## config.mk

```make
export PLATFORM = sky130hd
export DESIGN_NAME = vrd_cell
export DESIGN_NICKNAME = d
export VERILOG_FILES = /design/src/hdl/vrd_pkg.sv /design/src/hdl/vrd_cell.sv
export SDC_FILE = /design/constraint.sdc
export NUM_CORES = 1
export LEC_CHECK = 0
export BUFFER_PORTS_ARGS = -buffer_cell sky130_fd_sc_hd__buf_2
export CAP_MARGIN = 20
export CELL_PAD_IN_SITES_DETAIL_PLACEMENT = 1
export CELL_PAD_IN_SITES_GLOBAL_PLACEMENT = 1
export CORE_UTILIZATION = 42
export CTS_CLUSTER_DIAMETER = 120
export DETAILED_ROUTE_END_ITERATION = 6
export PLACE_DENSITY_LB_ADDON = 0.1
export SETUP_SLACK_MARGIN = 0.1
export SLEW_MARGIN = 0
export SYNTH_ARGS = -nofsm -noshare
export SYNTH_HDL_FRONTEND = slang
export SYNTH_SLANG_ARGS = --single-unit
```

## constraint.sdc

```tcl
create_clock -name clk -period 1 [get_ports clk]
set_input_delay 0.2 -clock clk [delete_from_list [all_inputs] [get_ports clk]]
set_output_delay 0.2 -clock clk [all_outputs]
set_load 0.005 [all_outputs]
```

## src/hdl/vrd_pkg.sv

```systemverilog
// ----------------------------------------------------------------------------
// vrd_pkg: shared types and constants for the vector rotation pipeline
// Item layouts, fixed-point widths and the angle tables used by the front and the cells.
// ----------------------------------------------------------------------------
package vrd_pkg;

    localparam int COORD_WIDTH     = 16;
    localparam int ANGLE_WIDTH     = 16;
    localparam int DATA_WIDTH      = 32;
    localparam int GUARD_BITS      = 12;
    localparam int ROUND_WIDTH     = DATA_WIDTH - GUARD_BITS;
    localparam int EXT_WIDTH       = COORD_WIDTH + 1;
    localparam int ABS_WIDTH       = ANGLE_WIDTH + 1;
    localparam int ANGLE_TABLE_LEN = 24;

    localparam int ANGLE_DIV    = 45;
    localparam int RECIP_WIDTH  = 17;
    localparam int RECIP_SHIFT  = 22;
    localparam int QUOT_WIDTH   = 10;
    localparam int REM_WIDTH    = 6;
    localparam int FRAC_WIDTH   = 23;
    localparam int FRAC_DEPTH   = ANGLE_DIV;
    localparam int PROD_WIDTH   = ABS_WIDTH + RECIP_WIDTH;
    localparam int GAIN_SHIFT   = 18;
    localparam int SCALE_WIDTH  = 48;

    localparam logic [RECIP_WIDTH-1:0]  RECIP_DIV    = 17'd93207;
    localparam logic signed [DATA_WIDTH-1:0] QUARTER_TURN = 32'sh4000_0000;
    localparam logic signed [DATA_WIDTH-1:0] GAIN_Q30     = 32'sd652032874;

    typedef struct packed {
        logic signed [COORD_WIDTH-1:0] point_x;
        logic signed [COORD_WIDTH-1:0] point_y;
        logic signed [ANGLE_WIDTH-1:0] turn_angle;
    } point_in_t;

    typedef struct packed {
        logic signed [COORD_WIDTH-1:0] rotated_x;
        logic signed [COORD_WIDTH-1:0] rotated_y;
        logic                          clipped;
    } rot_out_t;

    typedef struct packed {
        logic signed [DATA_WIDTH-1:0] x;
        logic signed [DATA_WIDTH-1:0] y;
        logic signed [DATA_WIDTH-1:0] z;
    } cell_t;

    typedef logic signed [DATA_WIDTH-1:0] atan_table_t [ANGLE_TABLE_LEN];
    typedef logic [FRAC_WIDTH-1:0]        frac_table_t [FRAC_DEPTH];

    // atan(2^-i) in units of 2^-32 turn
    localparam atan_table_t ATAN_TABLE = '{
        32'sd536870912, 32'sd316933406, 32'sd167458907, 32'sd85004756,
        32'sd42667331,  32'sd21354465,  32'sd10679838,  32'sd5340245,
        32'sd2670163,   32'sd1335087,   32'sd667544,    32'sd333772,
        32'sd166886,    32'sd83443,     32'sd41722,     32'sd20861,
        32'sd10430,     32'sd5215,      32'sd2608,      32'sd1304,
        32'sd652,       32'sd326,       32'sd163,       32'sd81
    };

    function automatic frac_table_t build_frac_table();
        frac_table_t t;
        for (int r = 0; r < FRAC_DEPTH; r++)
        begin
            t[r] = FRAC_WIDTH'((longint'(r) << FRAC_WIDTH) / ANGLE_DIV);
        end
        return t;
    endfunction

    // floor(r * 2^23 / 45) for each remainder r
    localparam frac_table_t FRAC_TABLE = build_frac_table();

endpackage

```

## src/hdl/vrd_cell.sv

```systemverilog
// ----------------------------------------------------------------------------
// vrd_cell: one CORDIC rotation cell
// Shift-add micro-rotation steered by the sign of the residual angle.
// ----------------------------------------------------------------------------
module vrd_cell #(
    parameter int STAGE = 0
) (
    input  logic           clk,
    input  logic           rst_n,
    input  logic           advance,
    input  logic           valid_in,
    input  vrd_pkg::cell_t data_in,
    output logic           valid_out,
    output vrd_pkg::cell_t data_out
);
    import vrd_pkg::*;

    localparam logic signed [DATA_WIDTH-1:0] STEP_ANGLE = ATAN_TABLE[STAGE];

    logic signed [DATA_WIDTH-1:0] x_in;
    logic signed [DATA_WIDTH-1:0] y_in;
    logic signed [DATA_WIDTH-1:0] dx;
    logic signed [DATA_WIDTH-1:0] dy;
    cell_t                        data_next;
    logic                         valid_reg;
    cell_t                        data_reg;

    always_comb
    begin
        x_in = data_in.x;
        y_in = data_in.y;
        dx   = y_in >>> STAGE;
        dy   = x_in >>> STAGE;
        if (!data_in.z[DATA_WIDTH-1])
        begin
            data_next.x = x_in - dx;
            data_next.y = y_in + dy;
            data_next.z = data_in.z - STEP_ANGLE;
        end
        else
        begin
            data_next.x = x_in + dx;
            data_next.y = y_in - dy;
            data_next.z = data_in.z + STEP_ANGLE;
        end
    end

    always_ff @(posedge clk or negedge rst_n)
    begin
        if (!rst_n)
        begin
            valid_reg <= 1'b0;
        end
        else if (advance)
        begin
            valid_reg <= valid_in;
        end
    end

    always_ff @(posedge clk)
    begin
        if (advance)
        begin
            data_reg <= data_next;
        end
    end

    assign valid_out = valid_reg;
    assign data_out  = data_reg;

endmodule

```

==> results of run 1 <==
==> cells by family after synthesis <==
kind of cell | share of synthesized area
AOI/OAI and AO/OA | 0.249
xor gates and xnor gates | 0.0604
adders and majority gates | 0.147
buffers and inverters | 0.0674
DFF | 0.336
muxes | 0.00834
and+or+nand+nor | 0.132
==> metrics by stage <==
step	instance area, sq um	setup WS, ns	hold slack (ns)
detailed placement	13000	-1.98	-0.0232
floorplan	9430	-1.43	-0.0956
global placement	13000	-1.73	-0.0252
==> Flow_metrics.wiki, run 1 <==
{| class="wikitable"
! Metric !! Value
|-
| Run status || aborted with a tool error
|-
| Halt Stage || 4_1_cts
|-
| First error || [ERROR DPL-0033] detailed placement checks failed during check placement.
|-
| Detailed placement HPWL || 32.4 mm
|-
| Synth Register Bits || between 90 and 100
|-
| Mean instance size in the synthesized netlist || between 8 and 9 sq um
|-
| Maximum count of clock buffers along a single path || 2
|-
| Top_reg_cell synth || sky130_fd_sc_hd__edfxtp_1
|-
| Num CTS Buffers || 9
|-
| Number of enable-type register cells in the synthesized netlist || 95
|-
| Synth cell types || between 70 and 80
|-
| Setup bufs post-CTS || 50
|-
| Total number of yosys warnings || 0
|-
| Number of top-level pins || roughly 200
|-
| Global placement routability congestion || ~0.9
|-
| Sequential cell area fraction in the yosys report || 0.336
|-
| Inst Count DP || approximately 1700
|-
| Height of the die || 145 um
|-
| PortBufs || between 150 and 200
|-
| Synth top cells by count || sky130_fd_sc_hd__a21oi_1 (111), sky130_fd_sc_hd__inv_1 (98), sky130_fd_sc_hd__edfxtp_1 (95), sky130_fd_sc_hd__ha_1 (94), sky130_fd_sc_hd__nor2_1 (80)
|-
| Cell type with the highest aggregate area in the netlist || sky130_fd_sc_hd__edfxtp_1
|-
| Clock root buffer master || sky130_fd_sc_hd__clkbuf_16
|-
| Netlist area before placement || ~0.0086 sq mm
|-
| Std cell rows || between 50 and 60
|-
| CTS-repair resized insts || between 200 and 250
|-
| Cells after Synth || approximately 960
|-
| Starting utilization of the core area || 0.434
|-
| X dimension of the die || ~140 um
|-
| Clock tree sinks || 96
|-
| Cells taking the most area after synthesis || sky130_fd_sc_hd__edfxtp_1 (33%), sky130_fd_sc_hd__ha_1 (14%), sky130_fd_sc_hd__a21oi_1 (6.5%), sky130_fd_sc_hd__xnor2_1 (5.5%), sky130_fd_sc_hd__inv_1 (4.3%)
|-
| Async set-or-reset flop fraction in the synthesized netlist || 0.0104
|-
| CTS H-tree depth || 3
|-
| Top-count cell post-synth || sky130_fd_sc_hd__a21oi_1
|-
| Count of hold-fix buffers inserted at cts || 1
|-
| Area share of the largest cell type after synthesis || 0.334
|-
| Synth Net Count || 1162
|}
==> run 2, diff against run 1 <==
==> config.mk (replaced) <==
export PLATFORM = sky130hd
export DESIGN_NAME = vrd_cell
export DESIGN_NICKNAME = d
export VERILOG_FILES = /design/src/hdl/vrd_pkg.sv /design/src/hdl/vrd_cell.sv
export SDC_FILE = /design/constraint.sdc
export NUM_CORES = 1
export LEC_CHECK = 0
export BUFFER_PORTS_ARGS = -buffer_cell sky130_fd_sc_hd__buf_2
export CAP_MARGIN = 20
export CORE_UTILIZATION = 37
export DETAILED_ROUTE_END_ITERATION = 6
export PLACE_DENSITY_LB_ADDON = 0.15
export SLEW_MARGIN = 0
export SYNTH_ARGS = -nofsm -noshare
export SYNTH_HDL_FRONTEND = slang
export SYNTH_SLANG_ARGS = --single-unit
==> Flow_metrics.wiki, run 2 <==
{| class="wikitable"
! Metric !! Value
|-
| Run status || finished with violations
|-
| Violations in the final reports || negative setup slack
|-
| Final worst path period share || 2.32
|-
| Setup violators final || 159
|-
| Number of slew-limit violations in the final report || 0
|-
| Mean instance size in the synthesized netlist || 8.87 sq um (unchanged)
|-
| Post-DR vias/cell || 5.23
|-
| Utilization after layout || 0.655
|-
| Startpoint Class || input pin
|-
| CP Max Fanout || 3
|-
| Height of the die || 154 um (+6.5%)
|-
| Slew margin rel. || 0.521
|-
| GRT Total Usage || 0.259
|-
| Setup slack of the worst register-to-register path || about 0.26 ns
|-
| Post-Route Skew || 0 ns
|-
| Final period demand of the worst path || ~2.3 ns
|-
| Number of DRC markers after the initial detailed-route iteration || between 500 and 600
|-
| Area growth from synthesis to layout || 73.4%
|-
| Clock transition at the registers of the reported paths || roughly 0.080 ns
|-
| Setup tns final || -69.03 ns
|-
| Starting utilization of the core area || 0.378 (-0.0560)
|-
| Maximum vdd ir drop || between 0.0007 and 0.0008 V
|-
| Worst path cell trace || buf_12 > buf_12 > buf_6 > ha_4 > fa_2 > nor2b_4 > o21ai_4 > a21oi_2 > o2111ai_2 > nand3_2 > a211oi_2 > o22ai_1 > xnor2_1
|-
| Max-cap viol count || 0
|-
| Core Box Area || 0.0226 sq mm
|-
| Global-route wire length before repair || about 47 mm
|-
| Cell family contributing the most delay on the critical path || compound AO/OA/AOI/OAI gates
|-
| Most frequent cells in the layout || sky130_fd_sc_hd__buf_4 (325), sky130_fd_sc_hd__buf_2 (180), sky130_fd_sc_hd__edfxtp_1 (95)
|-
| Netlist area before placement || 0.00855 sq mm (unchanged)
|-
| Total DRC errors in the routed layout || 0
|-
| Power density cells || roughly 1100 mW/mm^2
|-
| Vias in the first global route || ~8900
|-
| Maximum count of clock buffers along a single path || 2 (unchanged)
|-
| Cells taking the most area after synthesis || sky130_fd_sc_hd__edfxtp_1 (33%), sky130_fd_sc_hd__ha_1 (14%), sky130_fd_sc_hd__a21oi_1 (6.5%), sky130_fd_sc_hd__xnor2_1 (5.5%), sky130_fd_sc_hd__inv_1 (4.3%)
|-
| Drt wl/cell || 17.7 um
|-
| Detailed placement HPWL || 24.4 mm (-25%)
|-
| Unrepaired setup endpoints after global routing || yes
|-
| Count of antenna-violating nets left after detailed routing || 0
|-
| Number of top-level pins || 197 (unchanged)
|-
| Worst-case hold slack || 0.0108 ns
|-
| Synth cell types || 71 (unchanged)
|-
| Area share of the largest cell type after synthesis || 0.334 (unchanged)
|-
| Capturing element type of the critical path || flip-flop
|-
| Num CTS Buffers || 9 (unchanged)
|-
| Clock network power share || 0.220
|-
| Number of antenna cells inserted || 0
|-
| Data required time of the worst path || between 1 and 1.5 ns
|-
| Cells after Synth || 964 (unchanged)
|-
| Total number of yosys warnings || 0 (unchanged)
|-
| Clock tree sinks || 96 (unchanged)
|-
| Number of antenna violations at the first check in global routing || 0
|-
| Area of combinational cells with multiple inputs || about 0.0065 sq mm
|-
| Fraction of layout instances using a drive strength above 1 || 0.548
|-
| Top-count cell post-synth || sky130_fd_sc_hd__a21oi_1
|-
| Reported leakage power || ~6.6 nW
|-
| TritonCTS clock tree || built
|-
| Switching share of power || 0.354
|-
| Crit path buffers/inverters || 3
|-
| Worst Hold Class || in2reg
|-
| Final net count || 1705
|-
| X dimension of the die || 154 um (+6.5%)
|-
| CTS H-tree depth || 3 (unchanged)
|-
| Crit path arrival time || approximately 2.4 ns
|-
| Slew at the pin with the worst max-slew slack || 0.713 ns
|-
| Sequential cell area fraction in the yosys report || 0.336 (unchanged)
|-
| Clock root buffer master || sky130_fd_sc_hd__clkbuf_16
|-
| Clk_lat worst skew || approximately 0.36 ns
|-
| Synth Net Count || 1162 (unchanged)
|-
| Delay of the slowest cell on the worst path || ~0.35 ns
|-
| Synth Register Bits || 96 (unchanged)
|-
| Top_reg_cell synth || sky130_fd_sc_hd__edfxtp_1
|-
| Most frequent standard cell in the layout excluding fill and tap cells || sky130_fd_sc_hd__buf_4
|-
| Switch Pwr || 5.96 mW
|-
| Area of all sequential standard cells || roughly 0.0029 sq mm
|-
| Overall die area || approximately 0.024 sq mm
|-
| Fill cell total of the finished layout || about 1900
|-
| Final WL || ~32 mm
|-
| Total global routing overflow || 0
|-
| Std cell rows || 55 (+7.8%)
|-
| Number of flip-flops under the largest register name || 95
|-
| Path type of the worst setup path || in2reg
|-
| Portion of total power attributed to combinational logic || 0.464
|-
| Pin count of the biggest net entering global routing || between 60 and 70
|-
| Vias post-DR || roughly 9400
|-
| Synth top cells by count || sky130_fd_sc_hd__a21oi_1 (111), sky130_fd_sc_hd__inv_1 (98), sky130_fd_sc_hd__edfxtp_1 (95), sky130_fd_sc_hd__ha_1 (94), sky130_fd_sc_hd__nor2_1 (80)
|-
| Hold Fails Final Rpt || 0
|-
| Critical-path cell with the highest stage delay || sky130_fd_sc_hd__fa_2
|-
| Setup slack of the critical path after layout || -1.32 ns
|-
| PortBufs || 196 (unchanged)
|-
| Detailed-router iteration count before antenna repair || 5
|-
| Post-Layout Inst Area || 0.0148 sq mm
|-
| Register share of total power || 0.317
|-
| Library cell appearing most often on the critical path || sky130_fd_sc_hd__buf_12
|-
| Async set-or-reset flop fraction in the synthesized netlist || 0.0104 (unchanged)
|-
| Timing-limited maximum frequency || 431 MHz
|-
| Placed standard-cell area || 0.0130 sq mm (about the same)
|-
| Global placement routability congestion || 0.913 (about the same)
|-
| Cell type with the highest aggregate area in the netlist || sky130_fd_sc_hd__edfxtp_1
|-
| Internal portion of total power || ~11 mW
|-
| Number of enable-type register cells in the synthesized netlist || 95 (unchanged)
|}
==> run 2: final timing paths <==
path,start,to,cells after the start
max in group asynchronous,rst_n,valid_out$_DFFE_PN0P_,2
min in group asynchronous,rst_n,valid_out$_DFFE_PN0P_,2
worst min register to register,valid_out$_DFFE_PN0P_,valid_out$_DFFE_PN0P_,1
worst max-delay path,data_in[32],data_out[92]$_DFFE_PP_,13
worst min-delay path,data_in[2],data_out[2]$_DFFE_PP_,1
worst max register to register,valid_out$_DFFE_PN0P_,valid_out$_DFFE_PN0P_,1
==> run 2: power groups by stage <==
| stage | Sequential [mW] | Combinational, mW | Clock (mW) |
|---|---|---|---|
| floorplan | 5.48 | 3.33 | 0 |
| global route | 5.38 | 8.39 | 3.93 |
| CTS | 5.34 | 7.32 | 3.80 |
| detailed placement | 5.43 | 6.67 | 0 |
| global placement | 5.43 | 6.62 | 0 |
| finish | 5.33 | 7.82 | 3.70 |
==> run 2: logic make-up after synthesis <==
| kind of cell | share of synthesized area |
|---|---|
| AO/OA/AOI/OAI | 0.249 |
| XOR/XNOR | 0.0604 |
| AND/OR/NAND/NOR | 0.132 |
| adder cells (fa/ha/maj) | 0.147 |
| buffers and inverters | 0.0674 |
| multiplexers | 0.00834 |
| flip-flops | 0.336 |
==> run 2: cell type report <==
cell class                 instances  share of cell area
timing repair buffer             577               0.289
clock inverter                     7             0.00548
tap                              285              0.0240
inverter                         100              0.0316
sequential                        96               0.194
clock buffer                       9              0.0152
multi-input combinational        723               0.441
==> run 2: what timing repair did <==
action,CTS,global route
pin swaps,97,96
hold buffers,10,0
gates resized for setup,158,90
endpoints found under the setup margin,160,160
hold endpoints to repair,10,0
cloned,0,0
setup buffers,27,28
==> run 2: per-layer routing <==
layer / vias to the layer above / wire length, um / global-route usage
met5: - / 0 / 0
met1: 4475 / 14300 / 0.346
li1: 4574 / - / -
met2: 303 / 15100 / 0.439
met3: 43 / 1550 / 0.0293
met4: 0 / 729 / 0.0767
==> run 2: per-stage QoR <==
step                      total power [mW]  worst slack, ns  instances
after global routing                  17.7            -1.38       1797
final                                 16.9            -1.32       1797
after global placement                12.0            -1.74       1728
after detailed placement              12.1            -1.79       1728
after CTS                             16.5            -1.31       1778
after floorplan                       8.80            -1.43        964
Note: power is estimated with default switching activity, not from simulation.
==> run 3, diff against run 2 <==
--- a/config.mk
+++ b/config.mk
@@ -6,7 +6,7 @@
 export NUM_CORES = 1
 export LEC_CHECK = 0
 export BUFFER_PORTS_ARGS = -buffer_cell sky130_fd_sc_hd__buf_2
-export CAP_MARGIN = 20
+export CAP_MARGIN = 0
 export CORE_UTILIZATION = 37
 export DETAILED_ROUTE_END_ITERATION = 6
 export PLACE_DENSITY_LB_ADDON = 0.15
==> constraint.sdc (replaced) <==
create_clock -name clk -period 2.5 [get_ports clk]
set_input_delay 0.5 -clock clk [delete_from_list [all_inputs] [get_ports clk]]
set_output_delay 0.5 -clock clk [all_outputs]
set_load 0.005 [all_outputs]
==> Flow_metrics.wiki, run 3 (synthesis results as in run 2) <==
{| class="wikitable"
! Metric !! Value
|-
| Number of DRC markers after the initial detailed-route iteration || 584 (-1.7%)
|-
| Clock tree sinks || 96 (unchanged)
|-
| Crit path buffers/inverters || 4 (+1)
|-
| Detailed-router iteration count before antenna repair || 6 (+1)
|-
| Worst Hold Class || in2reg
|-
| Max-cap viol count || 0 (unchanged)
|-
| Num CTS Buffers || 9 (unchanged)
|-
| Area growth from synthesis to layout || 62.4%
|-
| Delay of the slowest cell on the worst path || 0.35 ns (about the same)
|-
| Post-Route Skew || 0 ns (unchanged)
|-
| Vias post-DR || 9142 (-2.7%)
|-
| Total DRC errors in the routed layout || 0 (unchanged)
|-
| Unrepaired setup endpoints after global routing || yes
|-
| Setup violators final || 9 (-94%)
|-
| Run status || finished with violations
|-
| Number of antenna violations at the first check in global routing || 0 (unchanged)
|-
| Overall die area || 0.0237 sq mm (unchanged)
|-
| Final WL || 30.4 mm (-4.2%)
|-
| Most frequent standard cell in the layout excluding fill and tap cells || sky130_fd_sc_hd__buf_4
|-
| Cell family contributing the most delay on the critical path || compound AO/OA/AOI/OAI gates
|-
| Power density cells || 463 mW/mm^2 (-59%)
|-
| Worst path cell trace || buf_2 > buf_4 > inv_1 > ha_1 > buf_4 > nor2_1 > a21o_4 > a2111oi_4 > nor2_2 > o311a_1 > o211ai_1 > o211ai_1 > xnor2_1
|-
| Maximum vdd ir drop || 0.000272 V (-65%)
|-
| Switching share of power || 0.337 (-0.0164)
|-
| TritonCTS clock tree || built
|-
| Maximum count of clock buffers along a single path || 2 (unchanged)
|-
| Number of flip-flops under the largest register name || 95 (unchanged)
|-
| Final worst path period share || 1.06
|-
| Clk_lat worst skew || 0.35 ns (about the same)
|-
| Clock transition at the registers of the reported paths || 0.08 ns (about the same)
|-
| Data required time of the worst path || 2.62 ns (+1.50 ns)
|-
| Startpoint Class || input pin
|-
| Final period demand of the worst path || between 2 and 3 ns
|-
| Pin count of the biggest net entering global routing || 85 (+27%)
|-
| Number of antenna cells inserted || 0 (unchanged)
|-
| Vias in the first global route || 8789 (-1.3%)
|-
| Std cell rows || 55 (unchanged)
|-
| Timing-limited maximum frequency || between 300 and 400 MHz
|-
| Violations in the final reports || negative setup slack
|-
| Fraction of layout instances using a drive strength above 1 || 0.494 (-0.0541)
|-
| Reported leakage power || 6.22 nW (-5.8%)
|-
| Setup slack of the critical path after layout || -0.144 ns (+1.18 ns)
|-
| Crit path arrival time || 2.76 ns (+0.32 ns)
|-
| PortBufs || 196 (unchanged)
|-
| Portion of total power attributed to combinational logic || 0.444 (-0.020)
|-
| Detailed placement HPWL || 23.7 mm (-2.7%)
|-
| Register share of total power || 0.330 (+0.013)
|-
| Switch Pwr || 2.17 mW (-64%)
|-
| Critical-path cell with the highest stage delay || sky130_fd_sc_hd__a2111oi_4
|-
| CP Max Fanout || 3 (unchanged)
|-
| Core Box Area || 0.0226 sq mm (unchanged)
|-
| Count of antenna-violating nets left after detailed routing || 0 (unchanged)
|-
| Placed standard-cell area || 0.0123 sq mm (-5.4%)
|-
| Hold Fails Final Rpt || 0 (unchanged)
|-
| Number of slew-limit violations in the final report || 0 (unchanged)
|-
| Slew margin rel. || 0.651 (+0.130)
|-
| Clock network power share || 0.226 (+0.006)
|-
| Slew at the pin with the worst max-slew slack || 0.519 ns (-0.194 ns)
|-
| Internal portion of total power || 4.27 mW (-61%)
|-
| Worst-case hold slack || 0.306 ns (+0.295 ns)
|-
| Starting utilization of the core area || 0.378 (unchanged)
|-
| CTS H-tree depth || 3 (unchanged)
|-
| X dimension of the die || 154 um (unchanged)
|-
| Number of top-level pins || 197 (unchanged)
|-
| Path type of the worst setup path || in2reg
|-
| Most frequent cells in the layout || sky130_fd_sc_hd__buf_4 (304), sky130_fd_sc_hd__buf_2 (181), sky130_fd_sc_hd__edfxtp_1 (95)
|-
| Clock root buffer master || sky130_fd_sc_hd__clkbuf_16
|-
| Total global routing overflow || 0 (unchanged)
|-
| Post-DR vias/cell || 5.22 (-0.19%)
|-
| Final net count || 1660 (-2.6%)
|-
| Capturing element type of the critical path || flip-flop
|-
| Global-route wire length before repair || 46.3 mm (-2.3%)
|-
| Drt wl/cell || 17.4 um (-1.8%)
|-
| Total power of the final layout || 6.44 mW (-62%)
|-
| GRT Total Usage || 0.249 (-0.0104)
|-
| Global placement routability congestion || 0.940 (+3.0%)
|-
| Height of the die || 154 um (unchanged)
|-
| Setup slack of the worst register-to-register path || 1.76 ns (+1.50 ns)
|-
| Post-Layout Inst Area || 0.0139 sq mm (-6.3%)
|}
run 3: through the flow:
stage	setup TNS (ns)	utilization	cells	setup WS [ns]
after global placement	-20.53	0.543	1701	-0.654
after global routing	-1.23	0.614	1752	-0.233
after detailed placement	-21.15	0.543	1701	-0.657
after floorplan	-1.29	-	964	-0.232
after CTS	-0.347	0.577	1727	-0.163
final	-0.535	0.614	1752	-0.144
run 3: repair_timing:
action,in CTS,in global routing
buffers inserted,9,25
resized for setup,81,159
endpoints found under the hold margin,1,0
hold buffers,1,0
pin swaps,42,71
endpoints found under the setup margin,35,39
run 3: power groups by stage:
stage	Clock [mW]	Combinational [mW]	Sequential [mW]
2_1_floorplan	0	1.18	2.19
3_3_place_gp	0	2.47	2.16
3_5_place_dp	0	2.48	2.16
4_1_cts	1.49	2.60	2.13
5_1_grt	1.55	3.08	2.14
6_report	1.46	2.86	2.13
run 3: area by class of cell:
class	instances	area [sq um]
well taps	285	357
clock inverters	6	66.3
clock buffers	10	229
multi-input cells	723	6140
flip-flops and latches	96	2880
fillers	1936	8750
repair buffers	532	3810
inverters	100	408
run 3: worst paths after layout:
check	start	to	depth (start not counted)
min in group asynchronous	rst_n	valid_out$_DFFE_PN0P_	2
min reg2reg	valid_out$_DFFE_PN0P_	valid_out$_DFFE_PN0P_	1
max	data_in[66]	data_out[62]$_DFFE_PP_	13
min	data_in[23]	data_out[23]$_DFFE_PP_	1
max in group asynchronous	rst_n	valid_out$_DFFE_PN0P_	2
max reg2reg	valid_out$_DFFE_PN0P_	valid_out$_DFFE_PN0P_	1
run 3: layer usage:
layer	global-route usage	vias to the layer above	share of wire
li1	-	4473	-
met1	0.336	4294	0.46
met2	0.414	332	0.46
met3	0.0361	43	0.060
met4	0.0667	0	0.020
met5	0	-	0
==> run 4, diff against run 3 <==
--- a/config.mk
+++ b/config.mk
@@ -10,6 +10,7 @@
 export CORE_UTILIZATION = 37
 export DETAILED_ROUTE_END_ITERATION = 6
 export PLACE_DENSITY_LB_ADDON = 0.15
+export SKIP_LAST_GASP = 1
 export SLEW_MARGIN = 0
 export SYNTH_ARGS = -nofsm -noshare
 export SYNTH_HDL_FRONTEND = slang
==> Flow_metrics.wiki, run 4 (synthesis results as in run 2) <==
{| class="wikitable"
! Metric !! Value
|-
| Run status || finished with violations
|-
| Violations in the final reports || negative setup slack
|-
| Portion of total power attributed to combinational logic || 0.443 (about the same)
|-
| Utilization after layout || 0.612 (-0.00182)
|-
| Setup slack of the critical path after layout || -0.136 ns (+0.00793 ns)
|-
| Most frequent standard cell in the layout excluding fill and tap cells || sky130_fd_sc_hd__buf_4
|-
| Count of antenna-violating nets left after detailed routing || 0 (unchanged)
|-
| Worst-case hold slack || 0.306 ns (-0.000289 ns)
|-
| Slew at the pin with the worst max-slew slack || 0.533 ns (+0.0143 ns)
|-
| Height of the die || 154 um (unchanged)
|-
| Post-Route Skew || 0 ns (unchanged)
|-
| Detailed placement HPWL || 23.7 mm (unchanged)
|-
| Detailed-router iteration count before antenna repair || 5 (-1)
|-
| Area growth from synthesis to layout || 62.0%
|-
| Clock network power share || 0.226 (about the same)
|-
| Number of antenna violations at the first check in global routing || 0 (unchanged)
|-
| Sink of the worst hold path || data_out[23]$_DFFE_PP_
|-
| Reported leakage power || 6.23 nW (+0.19%)
|-
| Post-DR vias/cell || 5.20 (-0.34%)
|-
| Power density cells || 465 mW/mm^2 (+0.27%)
|-
| Critical-path cell with the highest stage delay || sky130_fd_sc_hd__or4_4
|-
| Switching share of power || 0.337 (about the same)
|-
| Number of antenna cells inserted || 0 (unchanged)
|-
| Clock transition at the registers of the reported paths || 0.09 ns (about the same)
|-
| Post-Layout Inst Area || 0.0139 sq mm (-0.30%)
|-
| Pin count of the biggest net entering global routing || 85 (unchanged)
|-
| Total power of the final layout || 6.43 mW (about the same)
|-
| Clock tree sinks || 96 (unchanged)
|-
| CP Max Fanout || 3 (unchanged)
|-
| Max-cap viol count || 0 (unchanged)
|-
| Setup WS pre-CTS || -0.657 ns (unchanged)
|-
| Min-Delay Startpoint || data_in[23]
|-
| Startpoint Class || input pin
|-
| Drt wl/cell || 17.3 um (-0.16%)
|-
| Global placement routability congestion || 0.940 (unchanged)
|-
| Num CTS Buffers || 9 (unchanged)
|-
| Worst Hold Class || in2reg
|-
| Final period demand of the worst path || 2.64 ns (-0.00793 ns)
|-
| Maximum count of clock buffers along a single path || 2 (unchanged)
|-
| Data required time of the worst path || 2.59 ns (-0.03 ns)
|-
| Setup tns final || -0.500 ns (+0.0348 ns)
|-
| Inst Count DP || 1701 (unchanged)
|-
| Final WL || 30.4 mm (-0.16%)
|-
| Starting utilization of the core area || 0.378 (unchanged)
|-
| Maximum vdd ir drop || 0.000271 V (-0.26%)
|-
| Path type of the worst setup path || in2reg
|-
| PortBufs || 196 (unchanged)
|-
| Number of slew-limit violations in the final report || 0 (unchanged)
|-
| CTS H-tree depth || 3 (unchanged)
|-
| Number of top-level pins || 197 (unchanged)
|-
| Clock root buffer master || sky130_fd_sc_hd__clkbuf_16
|-
| Capturing element type of the critical path || flip-flop
|-
| Total DRC errors in the routed layout || 0 (unchanged)
|-
| Internal portion of total power || 4.27 mW (about the same)
|-
| Hold Fails Final Rpt || 0 (unchanged)
|-
| Worst path cell trace || buf_2 > inv_2 > ha_4 > or4_4 > or3_4 > a211oi_4 > nor3_4 > a21oi_4 > nand3_2 > a31oi_1 > xnor2_1
|-
| Std cell rows || 55 (unchanged)
|-
| GRT Total Usage || 0.249 (about the same)
|-
| Delay of the slowest cell on the worst path || 0.54 ns (+0.19 ns)
|-
| Vias in the first global route || 8787 (-0.023%)
|-
| Global-route wire length before repair || 46.2 mm (about the same)
|-
| Fraction of layout instances using a drive strength above 1 || 0.489 (-0.00477)
|-
| Placed standard-cell area || 0.0123 sq mm (unchanged)
|-
| Final net count || 1660 (unchanged)
|-
| Hold path depth || 1 (unchanged)
|-
| Reg2reg end || valid_out$_DFFE_PN0P_
|-
| Non-Filler Instances || 1752 (unchanged)
|-
| Vias post-DR || 9111 (-0.34%)
|-
| X dimension of the die || 154 um (unchanged)
|-
| Setup slack of the worst register-to-register path || 1.76 ns (about the same)
|-
| Timing-limited maximum frequency || 379 MHz (+0.30%)
|-
| Crit path arrival time || 2.73 ns (-0.03 ns)
|-
| R2r worst-path depth || 1 (unchanged)
|-
| Slew margin rel. || 0.640 (-0.0111)
|-
| Overall die area || 0.0237 sq mm (unchanged)
|-
| Number of DRC markers after the initial detailed-route iteration || 664 (+14%)
|-
| Most frequent cells in the layout || sky130_fd_sc_hd__buf_4 (306), sky130_fd_sc_hd__buf_2 (180), sky130_fd_sc_hd__edfxtp_1 (95)
|-
| Switch Pwr || 2.17 mW (about the same)
|-
| Final worst path period share || 1.05 (-0.00317)
|-
| Total global routing overflow || 0 (unchanged)
|-
| TritonCTS clock tree || built
|-
| Worst reg2reg startpoint || valid_out$_DFFE_PN0P_
|-
| Clk_lat worst skew || 0.35 ns (about the same)
|-
| Setup violators final || 11 (+2)
|-
| Core Box Area || 0.0226 sq mm (unchanged)
|-
| Unrepaired setup endpoints after global routing || yes
|-
| Register share of total power || 0.330 (about the same)
|-
| Number of flip-flops under the largest register name || 95 (unchanged)
|}
## run 4: final cells by class
| class | instances | area, sq um |
|---|---|---|
| clock buffers | 10 | 229 |
| clock inverters | 6 | 66.3 |
| fillers | 1937 | 8790 |
| inverters | 100 | 403 |
| multi-input cells | 723 | 6100 |
| flip-flops and latches | 96 | 2880 |
| well taps | 285 | 357 |
| repair buffers | 532 | 3820 |
## run 4: metal layers
layer	share of wire	routed length (um)	vias up	global-route usage
met5	0	0	-	0
met4	0.017	527	0	0.0667
met3	0.061	1860	30	0.0361
met1	0.46	13800	4284	0.336
met2	0.47	14100	326	0.413
li1	-	-	4471	-
## run 4: repair_timing
action,CTS,global route
hold buffers,1,0
resized for setup,79,155
endpoints found under the setup margin,35,39
setup buffers,9,25
pin swaps,42,71
endpoints found under the hold margin,1,0
## run 4: how the worst max path moves through the flow
stage / startpoint / to / slack (ns) / depth (start not counted)
global placement: data_in[64] / data_out[94]$_DFFE_PP_ / -0.65 / 12
detailed placement: data_in[64] / data_out[94]$_DFFE_PP_ / -0.66 / 12
floorplan: data_in[32] / data_out[62]$_DFFE_PP_ / -0.23 / 11
global route: data_in[66] / data_out[62]$_DFFE_PP_ / -0.19 / 13
CTS: data_in[65] / data_out[94]$_DFFE_PP_ / -0.17 / 12
finish: data_in[49] / data_out[94]$_DFFE_PP_ / -0.14 / 11
## run 4: critical path: cells and delay by family
family / cells / cell delay, ns
simple gates: 4 / 1.10
compound gates: 3 / 0.66
fa+ha+maj: 1 / 0.21
buf+inv: 2 / 0.17
xor+xnor: 1 / 0.09
## run 4: power groups by stage
stage	clock [mW]	sequential, mW	combinational, mW
2_1_floorplan	0	2.19	1.18
3_3_place_gp	0	2.16	2.47
3_5_place_dp	0	2.16	2.48
5_1_grt	1.55	2.14	3.08
6_report	1.46	2.13	2.85
4_1_cts	1.49	2.13	2.60
